### config.mk
export PLATFORM = sky130hd
export DESIGN_NAME = lru_key_value_cache_top
export DESIGN_NICKNAME = d
export VERILOG_FILES = /design/src/sv/lkvc_pkg.sv /design/src/sv/lkvc_ram.sv /design/src/sv/lkvc_datapath.sv /design/src/sv/lkvc_ctrl.sv /design/src/sv/lru_key_value_cache_top.sv
export SDC_FILE = /design/constraint.sdc
export NUM_CORES = 1
export LEC_CHECK = 0
export BUFFER_PORTS_ARGS = -buffer_cell sky130_fd_sc_hd__buf_2
export CORE_MARGIN = 3
export CORE_UTILIZATION = 50
export CTS_CLUSTER_DIAMETER = 30
export DETAILED_ROUTE_END_ITERATION = 8
export PLACE_DENSITY = 0.71
export SLEW_MARGIN = 25
export SYNTH_ARGS = -nofsm -noshare
export SYNTH_HDL_FRONTEND = slang
export SYNTH_HIERARCHICAL = 1
export SYNTH_SLANG_ARGS = --single-unit
### constraint.sdc
create_clock -name i_clk -period 17.06 [get_ports i_clk]
set_input_delay 0.853 -clock i_clk [delete_from_list [all_inputs] [get_ports i_clk]]
set_output_delay 0.853 -clock i_clk [all_outputs]
set_load 0.02 [all_outputs]
### src/sv/lkvc_pkg.sv
// Shared constants and controller/datapath interface types for the LRU cache.
package lkvc_pkg;

    localparam int ENTRIES_DEF    = 16;
    localparam int KEY_BITS_DEF   = 16;
    localparam int VALUE_BITS_DEF = 31;

    localparam int              CAP_BITS  = 5;
    localparam logic [CAP_BITS-1:0] CAP_RESET = 5'd16;

    localparam logic REQ_GET = 1'b0;
    localparam logic REQ_PUT = 1'b1;

    typedef struct packed {
        logic accept;    // latch the incoming request
        logic look;      // compare, update ranks, access value RAM
        logic load_out;  // move lookup result into the output register
    } t_dp_cmd;

    typedef struct packed {
        logic is_get;    // latched request is a get
        logic out_free;  // output register can take a result this cycle
    } t_dp_status;

endpackage

### src/sv/lkvc_ram.sv
// Generic single-write, single-read RAM with registered read data.
module lkvc_ram #(
    parameter int WIDTH = 8,
    parameter int DEPTH = 16
) (
    input  logic                     i_clk,
    input  logic                     i_we,
    input  logic [$clog2(DEPTH)-1:0] i_waddr,
    input  logic [WIDTH-1:0]         i_wdata,
    input  logic                     i_re,
    input  logic [$clog2(DEPTH)-1:0] i_raddr,
    output logic [WIDTH-1:0]         o_rdata
);

    logic [WIDTH-1:0] r_mem [DEPTH];
    logic [WIDTH-1:0] r_rdata;

    always_ff @(posedge i_clk) begin
        if (i_we) begin
            r_mem[i_waddr] <= i_wdata;
        end
        if (i_re) begin
            r_rdata <= r_mem[i_raddr];
        end
    end

    assign o_rdata = r_rdata;

endmodule

### src/sv/lkvc_datapath.sv
// Key store, recency ranks, occupancy, capacity register, value RAM and output register.
module lkvc_datapath #(
    parameter int ENTRIES    = lkvc_pkg::ENTRIES_DEF,
    parameter int KEY_BITS   = lkvc_pkg::KEY_BITS_DEF,
    parameter int VALUE_BITS = lkvc_pkg::VALUE_BITS_DEF
) (
    input  logic                          i_clk,
    input  logic                          i_rst_n,
    input  lkvc_pkg::t_dp_cmd             i_cmd,
    output lkvc_pkg::t_dp_status          o_status,
    input  logic                          i_req_type,
    input  logic [KEY_BITS-1:0]           i_key,
    input  logic [VALUE_BITS-1:0]         i_value,
    input  logic                          i_cfg_we,
    input  logic [lkvc_pkg::CAP_BITS-1:0] i_cfg_data,
    input  logic                          i_out_ready,
    output logic                          o_out_valid,
    output logic                          o_hit,
    output logic [VALUE_BITS-1:0]         o_value_out
);

    localparam int IDX_W = $clog2(ENTRIES);
    localparam int OCC_W = $clog2(ENTRIES + 1);
    localparam int CMP_W = (OCC_W > lkvc_pkg::CAP_BITS) ? OCC_W : lkvc_pkg::CAP_BITS;

    logic                          r_req_type;
    logic [KEY_BITS-1:0]           r_key;
    logic [VALUE_BITS-1:0]         r_value;
    logic [lkvc_pkg::CAP_BITS-1:0] r_cap;
    logic [OCC_W-1:0]              r_occ;
    logic [KEY_BITS-1:0]           r_keys  [ENTRIES];
    logic [IDX_W-1:0]              r_ranks [ENTRIES];
    logic                          r_hit;
    logic                          r_o_valid;
    logic                          r_o_hit;
    logic [VALUE_BITS-1:0]         r_o_value;

    logic [ENTRIES-1:0] valid;
    logic [ENTRIES-1:0] match;
    logic [ENTRIES-1:0] victim;
    logic               hit;
    logic [IDX_W-1:0]   hit_idx;
    logic [IDX_W-1:0]   hit_rank;
    logic [IDX_W-1:0]   victim_idx;
    logic [OCC_W-1:0]   occ_m1;
    logic [IDX_W-1:0]   last_rank;
    logic [CMP_W-1:0]   cap_ext;
    logic [CMP_W-1:0]   eff_cap;
    logic               full;
    logic [IDX_W-1:0]   slot;
    logic               is_put;
    logic [IDX_W-1:0]   ram_addr;
    logic               ram_we;
    logic               ram_re;
    logic [VALUE_BITS-1:0] ram_rdata;

    assign is_put    = (r_req_type == lkvc_pkg::REQ_PUT);
    assign occ_m1    = r_occ - OCC_W'(1);
    assign last_rank = occ_m1[IDX_W-1:0];

    // Valid entries always fill slots 0 .. occupancy-1: a slot is only
    // vacated by an eviction that refills it in the same step.
    always_comb begin
        for (int i = 0; i < ENTRIES; i++) begin
            valid[i]  = (OCC_W'(i) < r_occ);
            match[i]  = valid[i] && (r_keys[i] == r_key);
            victim[i] = valid[i] && (r_ranks[i] == last_rank);
        end
    end

    assign hit = |match;

    // Keys are unique among valid entries, so match and victim are one-hot.
    always_comb begin
        hit_idx    = '0;
        hit_rank   = '0;
        victim_idx = '0;
        for (int i = 0; i < ENTRIES; i++) begin
            if (match[i]) begin
                hit_idx  = hit_idx | IDX_W'(i);
                hit_rank = hit_rank | r_ranks[i];
            end
            if (victim[i]) begin
                victim_idx = victim_idx | IDX_W'(i);
            end
        end
    end

    // Capacity of zero behaves as one, anything above the store size as full size.
    assign cap_ext = CMP_W'(r_cap);
    always_comb begin
        priority if (cap_ext == '0) begin
            eff_cap = CMP_W'(1);
        end else if (cap_ext > CMP_W'(ENTRIES)) begin
            eff_cap = CMP_W'(ENTRIES);
        end else begin
            eff_cap = cap_ext;
        end
    end

    assign full     = (CMP_W'(r_occ) >= eff_cap);
    assign slot     = full ? victim_idx : r_occ[IDX_W-1:0];
    assign ram_addr = hit ? hit_idx : slot;
    assign ram_we   = i_cmd.look && is_put;
    assign ram_re   = i_cmd.look && !is_put && hit;

    lkvc_ram #(
        .WIDTH (VALUE_BITS),
        .DEPTH (ENTRIES)
    ) u_value_ram (
        .i_clk   (i_clk),
        .i_we    (ram_we),
        .i_waddr (ram_addr),
        .i_wdata (r_value),
        .i_re    (ram_re),
        .i_raddr (ram_addr),
        .o_rdata (ram_rdata)
    );

    always_ff @(posedge i_clk) begin
        if (!i_rst_n) begin
            r_cap     <= lkvc_pkg::CAP_RESET;
            r_occ     <= '0;
            r_o_valid <= 1'b0;
        end else begin
            if (i_cfg_we) begin
                r_cap <= i_cfg_data;
            end
            if (i_cmd.look && is_put && !hit && !full) begin
                r_occ <= r_occ + OCC_W'(1);
            end
            if (i_cmd.load_out) begin
                r_o_valid <= 1'b1;
            end else if (i_out_ready) begin
                r_o_valid <= 1'b0;
            end
        end
    end

    always_ff @(posedge i_clk) begin
        if (i_cmd.accept) begin
            r_req_type <= i_req_type;
            r_key      <= i_key;
            r_value    <= i_value;
        end
        if (i_cmd.look) begin
            r_hit <= hit;
            if (hit) begin
                for (int i = 0; i < ENTRIES; i++) begin
                    if (match[i]) begin
                        r_ranks[i] <= '0;
                    end else if (valid[i] && (r_ranks[i] < hit_rank)) begin
                        r_ranks[i] <= r_ranks[i] + IDX_W'(1);
                    end
                end
            end else if (is_put) begin
                for (int i = 0; i < ENTRIES; i++) begin
                    if (IDX_W'(i) == slot) begin
                        r_ranks[i] <= '0;
                        r_keys[i]  <= r_key;
                    end else if (valid[i]) begin
                        r_ranks[i] <= r_ranks[i] + IDX_W'(1);
                    end
                end
            end
        end
        if (i_cmd.load_out) begin
            r_o_hit   <= r_hit;
            r_o_value <= r_hit ? ram_rdata : '0;
        end
    end

    assign o_status.is_get   = !is_put;
    assign o_status.out_free = !r_o_valid || i_out_ready;

    assign o_out_valid = r_o_valid;
    assign o_hit       = r_o_hit;
    assign o_value_out = r_o_value;

endmodule

### src/sv/lkvc_ctrl.sv
// Request sequencer: accept, lookup/update, result load.
module lkvc_ctrl (
    input  logic                 i_clk,
    input  logic                 i_rst_n,
    input  logic                 i_valid,
    output logic                 o_ready,
    output lkvc_pkg::t_dp_cmd    o_cmd,
    input  lkvc_pkg::t_dp_status i_status
);

    localparam logic [1:0] S_IDLE = 2'd0;
    localparam logic [1:0] S_LOOK = 2'd1;
    localparam logic [1:0] S_RESP = 2'd2;

    logic [1:0] r_state;
    logic [1:0] n_state;

    always_comb begin
        n_state        = r_state;
        o_ready        = 1'b0;
        o_cmd.accept   = 1'b0;
        o_cmd.look     = 1'b0;
        o_cmd.load_out = 1'b0;
        unique case (r_state)
            S_IDLE: begin
                o_ready = 1'b1;
                if (i_valid) begin
                    o_cmd.accept = 1'b1;
                    n_state      = S_LOOK;
                end
            end
            S_LOOK: begin
                o_cmd.look = 1'b1;
                n_state    = i_status.is_get ? S_RESP : S_IDLE;
            end
            S_RESP: begin
                // Next transaction overlaps the result load once the output is free.
                o_ready = i_status.out_free;
                if (i_status.out_free) begin
                    o_cmd.load_out = 1'b1;
                    if (i_valid) begin
                        o_cmd.accept = 1'b1;
                        n_state      = S_LOOK;
                    end else begin
                        n_state = S_IDLE;
                    end
                end
            end
            default: begin
                n_state = S_IDLE;
            end
        endcase
    end

    always_ff @(posedge i_clk) begin
        if (!i_rst_n) begin
            r_state <= S_IDLE;
        end else begin
            r_state <= n_state;
        end
    end

endmodule

### src/sv/lru_key_value_cache_top.sv
// Top level of the fully associative LRU key/value cache.
// Fully associative LRU key/value cache. A get (req_type 0) returns one result:
// hit and the stored value, or hit 0 with value 0 on a miss; a put (req_type 1)
// updates a present key or inserts a new one, evicting the least recent entry
// once occupancy reaches the capacity register (0 acts as 1, values above
// ENTRIES act as ENTRIES), and returns no result. Each request is latched, then
// the lookup state does the parallel key compare and rank update, taking no new
// request; a get loads its result from the value RAM's registered read while the
// next request is accepted, once the output is free. The user must write the
// configuration (i_cfg_we/i_cfg_data) only while idle; the block does not check.
module lru_key_value_cache_top #(
    parameter int ENTRIES    = lkvc_pkg::ENTRIES_DEF,
    parameter int KEY_BITS   = lkvc_pkg::KEY_BITS_DEF,
    parameter int VALUE_BITS = lkvc_pkg::VALUE_BITS_DEF
) (
    input  logic                          i_clk,
    input  logic                          i_rst_n,
    input  logic                          i_valid,
    output logic                          o_ready,
    input  logic                          i_req_type,
    input  logic [KEY_BITS-1:0]           i_key,
    input  logic [VALUE_BITS-1:0]         i_value,
    output logic                          o_valid,
    input  logic                          i_ready,
    output logic                          o_hit,
    output logic [VALUE_BITS-1:0]         o_value_out,
    input  logic                          i_cfg_we,
    input  logic [lkvc_pkg::CAP_BITS-1:0] i_cfg_data
);

    lkvc_pkg::t_dp_cmd    cmd;
    lkvc_pkg::t_dp_status status;

    lkvc_ctrl u_ctrl (
        .i_clk    (i_clk),
        .i_rst_n  (i_rst_n),
        .i_valid  (i_valid),
        .o_ready  (o_ready),
        .o_cmd    (cmd),
        .i_status (status)
    );

    lkvc_datapath #(
        .ENTRIES    (ENTRIES),
        .KEY_BITS   (KEY_BITS),
        .VALUE_BITS (VALUE_BITS)
    ) u_datapath (
        .i_clk       (i_clk),
        .i_rst_n     (i_rst_n),
        .i_cmd       (cmd),
        .o_status    (status),
        .i_req_type  (i_req_type),
        .i_key       (i_key),
        .i_value     (i_value),
        .i_cfg_we    (i_cfg_we),
        .i_cfg_data  (i_cfg_data),
        .i_out_ready (i_ready),
        .o_out_valid (o_valid),
        .o_hit       (o_hit),
        .o_value_out (o_value_out)
    );

endmodule

Word-level counts from Yosys, hierarchy flattened:

Memories as Yosys holds them, arrays and structs flattened. A register that Yosys moved wholly into a read port is not among the register bits.
Index checks and enable logic that the tools add are counted.

* flip-flop bits (word level): 94
* bits in writable memories: 816
* output and inout port bits: 34
* logic and storage cells: 735
* memories kept: 3

* add/sub/neg operators: 18
* $lt $le $gt $ge: 34
* eq/ne operators: 50
* multiplexer cells: 479
* bitwise logic cells: 63
* reduce and logical (&&, ||, !) cells: 78

Memory list
* u_datapath.u_value_ram.r_mem: depth 16, width 31, rd ports 1, clocked after Yosys merged registers in 1, write ports 1, RTL line lkvc_ram.sv:15 `logic [WIDTH-1:0] r_mem [DEPTH];`
* u_datapath.r_keys: depth 16, width 16, rd ports 16, clocked after Yosys merged registers in 0, write ports 1, RTL line lkvc_datapath.sv:31 `logic [KEY_BITS-1:0] r_keys [ENTRIES];`
* u_datapath.r_ranks: depth 16, width 4, rd ports 16, clocked after Yosys merged registers in 0, write ports 16, RTL line lkvc_datapath.sv:32 `logic [IDX_W-1:0] r_ranks [ENTRIES];`

Operator list (number)
* $mux W4: 97
* $mux W1: 347
* $eq A16 B16 Y1: 16
* $reduce_or A16 Y1: 16
* $mux W16: 15
* $add A4 B1 Y4 const B: 16
* $lt A4 B4 Y1: 16
* $eq A4 B4 Y1: 15
* $or A4 B4 Y4: 15
* $logic_and A1 B1 Y1: 52
* $or A1 B1 Y1: 48
* $lt A4 B5 Y1 const A: 8
* $eq A4 B4 Y1 const A: 8
* $mux W3: 8
* $lt A3 B5 Y1 const A: 4
* $eq A3 B4 Y1 const A: 4
* $mux W2: 7
* $lt A1 B5 Y1 const A: 2
* $lt A2 B5 Y1 const A: 2
* $mux W5: 2
* $eq A2 B4 Y1 const A: 2
* $pmux W2 S3: 1
* $add A5 B1 Y5 const B: 1
* $ge A5 B5 Y1: 1
* 15 further kinds: 19

Depth between registers and ports, before layout:

An unclocked memory read counts as a cell.

* depth after elaboration: 44
* mapped depth: 19
* depth with buffers taken out: 15

By module:

Netlist, hierarchy kept.

Modules (own cells, without submodules)
* lkvc_datapath: times used 1, cells an instance 1613, area an instance 20968.9 um^2, sequential area each 12221.7 um^2
* lkvc_ram: times used 1, cells an instance 812, area an instance 19558.8 um^2, sequential area each 15825.2 um^2
* lkvc_ctrl: times used 1, cells an instance 11, area an instance 98.8 um^2, sequential area each 40.0 um^2

Worst setup path before layout:

Ideal clock, no wire load.

* path type: reg-to-reg
* start: register u_datapath.r_key[3]
* end: memory u_datapath/u_value_ram/r_mem[0][0] in the netlist's numbering, enable pin
* library setup time: 0.458 ns
* data arrival time: 5.125 ns
* data required time: 16.602 ns
* setup slack: 11.477 ns
* stages on the path, launching flop included: 14
* path buffers: 3
* clock period less this slack: 5.583 ns
* cell sequence: edfxtp_1 > buf_2 > buf_4 > xnor2_1 > nand4_1 > nor3_1 > and2_1 > clkbuf_1 > or2_2 > or3_1 > nor4_1 > mux2i_1 > or3b_1 > nor3_1

RTL lines
* start, declared: RTL line lkvc_datapath.sv:27 `logic [KEY_BITS-1:0] r_key;`
* start signal, assigned: RTL line lkvc_datapath.sv:143 `r_key <= i_key;`
* $eq A16 B16 Y1: RTL line lkvc_datapath.sv:66 `match[i] = valid[i] && (r_keys[i] == r_key);`
* $logic_and A1 B1 Y1: RTL line lkvc_datapath.sv:66
* $mux W3 (4 in a row): RTL line lkvc_datapath.sv:79 `if (match[i]) begin`
* $mux W4 (8 in a row): RTL line lkvc_datapath.sv:79
* $mux W4 *: RTL line lkvc_datapath.sv:103 `assign ram_addr = hit ? hit_idx : slot;`
* net u_datapath.ram_addr[2]: RTL line lkvc_datapath.sv:52 `logic [IDX_W-1:0] ram_addr;`
* end, declared: RTL line lkvc_ram.sv:15

The timed path passes the listed nets; every way through them passes the cells marked *.

Worst setup path in the final report:

* start: register u_datapath.r_occ[1]
* end: register u_datapath.u_value_ram.r_rdata[20], in the netlist u_datapath/u_value_ram/o_rdata[20] (read register of u_datapath.u_value_ram.r_mem) (data pin)

* longest elaborated chain between the ends: 20

Ends and longest elaborated chain
* start, declared: RTL line lkvc_datapath.sv:30 `logic [OCC_W-1:0] r_occ;`
* start signal, assigned: RTL line lkvc_datapath.sv:130 `r_occ <= r_occ + OCC_W'(1);`
* $sub A4 B1 Y4: RTL line lkvc_datapath.sv:58 `assign occ_m1 = r_occ - OCC_W'(1);`
* $eq A4 B4 Y1: RTL line lkvc_datapath.sv:67 `victim[i] = valid[i] && (r_ranks[i] == last_rank);`
* $logic_and A1 B1 Y1: RTL line lkvc_datapath.sv:67
* $mux W1: RTL line lkvc_datapath.sv:83 `if (victim[i]) begin`
* $mux W2 (2 in a row): RTL line lkvc_datapath.sv:83
* $mux W3 (4 in a row): RTL line lkvc_datapath.sv:83
* $mux W4 (8 in a row): RTL line lkvc_datapath.sv:83
* $mux W4: RTL line lkvc_datapath.sv:102 `assign slot = full ? victim_idx : r_occ[IDX_W-1:0];`
* $mux W4 *: RTL line lkvc_datapath.sv:103
* net u_datapath.ram_addr[0]: RTL line lkvc_datapath.sv:52
* end, declared: RTL line lkvc_ram.sv:16 `logic [WIDTH-1:0] r_rdata;`

Marks and branches as above.
A chain may end at the register's enable or synchronous reset.

==> impl_metrics.py <==
metrics = {
    "pwr": {
        "power_frac_comb": 0.049,
        "net-switching-power_mw": 1.36,
        "p_sw_frac": 0.224,
        "powerDensity_nw_per_um2": 126,
        "p_leak_nw": 15.7,
        "p_int_mw": 4.70,
        "seq_power_share": 0.428,
        "vdd_ir_drop_max_v": 0.000122,
        "clkPwrFrac": 0.523,
    },
    "cells_and_area": {
        "multiInputGateArea_sq_um": 12000,
        "fillCellCount": 5623,
        "seq_area_sq_um": 28100,
        "nets": 2784,
        "area_delta_synth_final_pct": 18.9,
        "drive_above_1_share": 0.220,
    },
    "cts": {
        "cts-hold-fix-buffers": 0,
        "cts_root_buffer": "clkbuf_16",
        "cts.sinks": 941,
        "cts_buffers": 163,
        "cts.clk_slew.worst_paths_ns": 0.05,
        "post_cts_resized": 0,
        "post_cts_buffers": 0,
        "cts_buffer_depth": 3,
        "cts_tree": "built",
        "htreeDepth": 4,
        "clk_latency_ns": 0.75,
    },
    "sta": {
        "skew_ns": 0.0560,
        "worst_pin_slew_ns": 1.01,
        "fin_tns_setup_ns": 0,
        "period_needed_ns": 6.17,
        "finalCritPeriodShare": 0.362,
        "finalMaxSlewViolations": 0,
        "finalSetupViolCount": 0,
        "hold_violations": 0,
        "max_slew_margin": 0.325,
        "max_freq_mhz": 162,
        "rsz0062_at_grt": "no",
        "holdWs_ns": 0.272,
    },
    "worst_setup_path": {
        "cp-start-kind": "flip-flop",
        "slowest_delay_ns": 0.92,
        "critPathCaptureType": "flip-flop",
        "rrSetupSlack_ns": 10.89,
        "worstPathRequired_ns": 17.52,
        "criticalPathCategory": "reg -> reg",
        "worst_ep_arrival_time_ns": 6.63,
        "worstPathCellList": "inv_1, ha_1, xnor2_1, a2111oi_1, a22oi_1, and4_1, a31oi_4, inv_2, o21bai_4, buf_4, buf_4, mux4_2, a22oi_1, nand2_1",
        "path_max_fanout": 41,
        "slowest_stage": "ha_1",
    },
    "routing": {
        "dr.pass1.iters": 5,
        "drt_iter0_drc": 2186,
        "postRouteWirelength_um": 102000,
        "ant_nets": 0,
        "vias": 23212,
        "routed_via_density": 6.04,
        "drc": 0,
        "wl_per_cell_um": 26.5,
    },
    "die": {
        "pin_count": 92,
        "die_width_um": 291,
        "rows": 103,
        "start_util": 0.509,
        "die_y_um": 291,
        "core-area_sq_um": 79800,
        "fp.dieArea_sq_um": 84700,
    },
    "global_routing": {
        "track_usage": 0.240,
        "grt_max_degree": 68,
        "grt_pass1_wl_um": 153000,
        "grt_overflow": 0,
        "antenna_found_initial": 1,
        "first_global_vias": 24509,
    },
    "yosys": {
        "synth_commonest_cells": "edfxtp_1 (924), xnor2_1 (299), mux4_2 (124), nand2_1 (102), nand4_1 (90)",
        "yosysMostFrequentCell": "edfxtp_1",
        "synthesis.area_sq_um": 40600,
        "synth-async-reset-ratio": 0,
        "synth_xor_area_frac": 0.0795,
        "synth_area_leaders": "edfxtp_1 (68%), mux4_2 (6.9%), xnor2_1 (6.4%), ha_1 (2.2%), a22oi_1 (1.5%)",
        "synth_simple_gate_area_frac": 0.0758,
        "yosysUniqueCellTypes": 86,
        "synth_compound_area_frac": 0.0438,
        "synth_ff_type": "edfxtp_1",
        "synth_fa_ha_area_frac": 0.0219,
        "syn_inst": 2436,
        "ys_seq_area_frac": 0.691,
        "yosysWarnings": 6,
        "synth_top_family_by_area": "XOR/XNOR gates",
        "synth-seq-cells": 941,
        "syn_area_per_cell_sq_um": 16.7,
        "synth_top_area_share": 0.683,
        "muxShareOfSynthArea": 0.0702,
        "yosysTopAreaCell": "edfxtp_1",
        "syn_nets": 2565,
        "synth-edff-count": 924,
    },
    "placed_design": {
        "dp_hpwl_um": 60900,
        "place.gp.congestion": 0.913,
        "numPortBuffers": 91,
    },
    "min_path": {
        "hp-class": "in -> reg",
    },
    "run": {
        "drv_cap": 0,
    },
    "status": {
        "status": "finished clean",
    },
}
-- registers in the layout, indices dropped and copies added (netlist names) --
| signal | count |
|---|---|
| u_ctrl/r_state | 2 |
| u_datapath/r_ranks | 64 |
| u_datapath/r_hit | 1 |
| u_datapath/o_out_valid | 1 |
| u_datapath/r_keys | 256 |
| u_datapath/r_occ | 5 |
| u_datapath/u_value_ram/o_rdata | 31 |
| u_datapath/u_value_ram/r_mem | 496 |
| u_datapath/r_value | 31 |
| u_datapath/cap_ext | 5 |
| u_datapath/is_put | 1 |
| u_datapath/r_key | 16 |
| u_datapath/o_hit | 1 |
| u_datapath/o_value_out | 31 |
-- metrics by stage --
step,total power [mW],setup WS [ns],std cells,area [sq um],utilization
after floorplan,2.84,11.48,2436,40600,-
after global placement,2.92,10.75,3528,42500,0.532
after detailed placement,2.93,10.63,3538,42700,0.536
after CTS,6.11,10.60,3838,48200,0.605
after global routing,6.25,10.44,3840,48300,0.605
final,6.06,10.89,3841,48300,0.606
-- metal layers --
layer | share of wire | GRT usage
met5 | 0 | 0
met4 | 0.039 | 0.110
met3 | 0.064 | 0.0413
met2 | 0.50 | 0.403
met1 | 0.39 | 0.306
-- cell type report --
| type | instances | share of cell area |
|---|---|---|
| Sequential cell | 941 | 0.581 |
| Multi-Input combinational cell | 1357 | 0.249 |
| Tap cell | 1050 | 0.0272 |
| Antenna cell | 1 | 0.0000518 |
| Clock inverter | 115 | 0.0271 |
| Clock buffer | 185 | 0.0868 |
| Inverter | 20 | 0.00155 |
| Timing Repair Buffer | 172 | 0.0268 |
-- path summary, 6_finish.rpt --
| path | start | to | cells past startpoint |
|---|---|---|---|
| max | u_datapath/r_occ[1] | u_datapath/u_value_ram/o_rdata[20] | 14 |
| min | i_value[8] | u_datapath/r_value[8] | 1 |
| max reg2reg | u_datapath/r_occ[1] | u_datapath/u_value_ram/o_rdata[20] | 14 |
| min reg2reg | u_datapath/u_value_ram/o_rdata[25] | u_datapath/o_value_out[25] | 1 |
-- critical path, delay by kind of cell (launching register included) --
family / cells / cell delay, ns
DFF: 1 / 0.83
xor gates and xnor gates: 1 / 0.15
AOI/OAI and AO/OA: 5 / 1.39
and+or+nand+nor: 2 / 0.35
adders and majority gates: 1 / 0.92
muxes: 1 / 0.59
buffers and inverters: 4 / 1.66
-- power groups by stage --
stage          combinational (mW)  sequential, mW  clock, mW
2_1_floorplan               0.210            2.63          0
3_3_place_gp                0.283            2.63          0
3_5_place_dp                0.292            2.64          0
4_1_cts                     0.295            2.59       3.22
5_1_grt                     0.320            2.59       3.34
6_report                    0.297            2.59       3.17
-- cell families after synthesis --
kind of cell / count (synthesis)
xor gates and xnor gates: 348
adders and majority gates: 71
DFF: 941
AOI/OAI and AO/OA: 237
muxes: 130
and+or+nand+nor: 571
buffers and inverters: 138
-- placed cells by master (no fill, tap or decap), types with 23 or more instances in the layout --
cell and count:
nor3_1 40, a21oi_1 28, mux4_2 124, nor4_1 24, and2_1 72, a22oi_1 83
buf_2 91, clkbuf_16 164, nand4_1 90, o21ai_0 23, ha_1 71, nand2_1 102
nor2_1 64, edfxtp_1 924, nand3_1 63, buf_4 68, xor2_1 36, xnor2_1 299
Power figures use the tool's default switching activity.
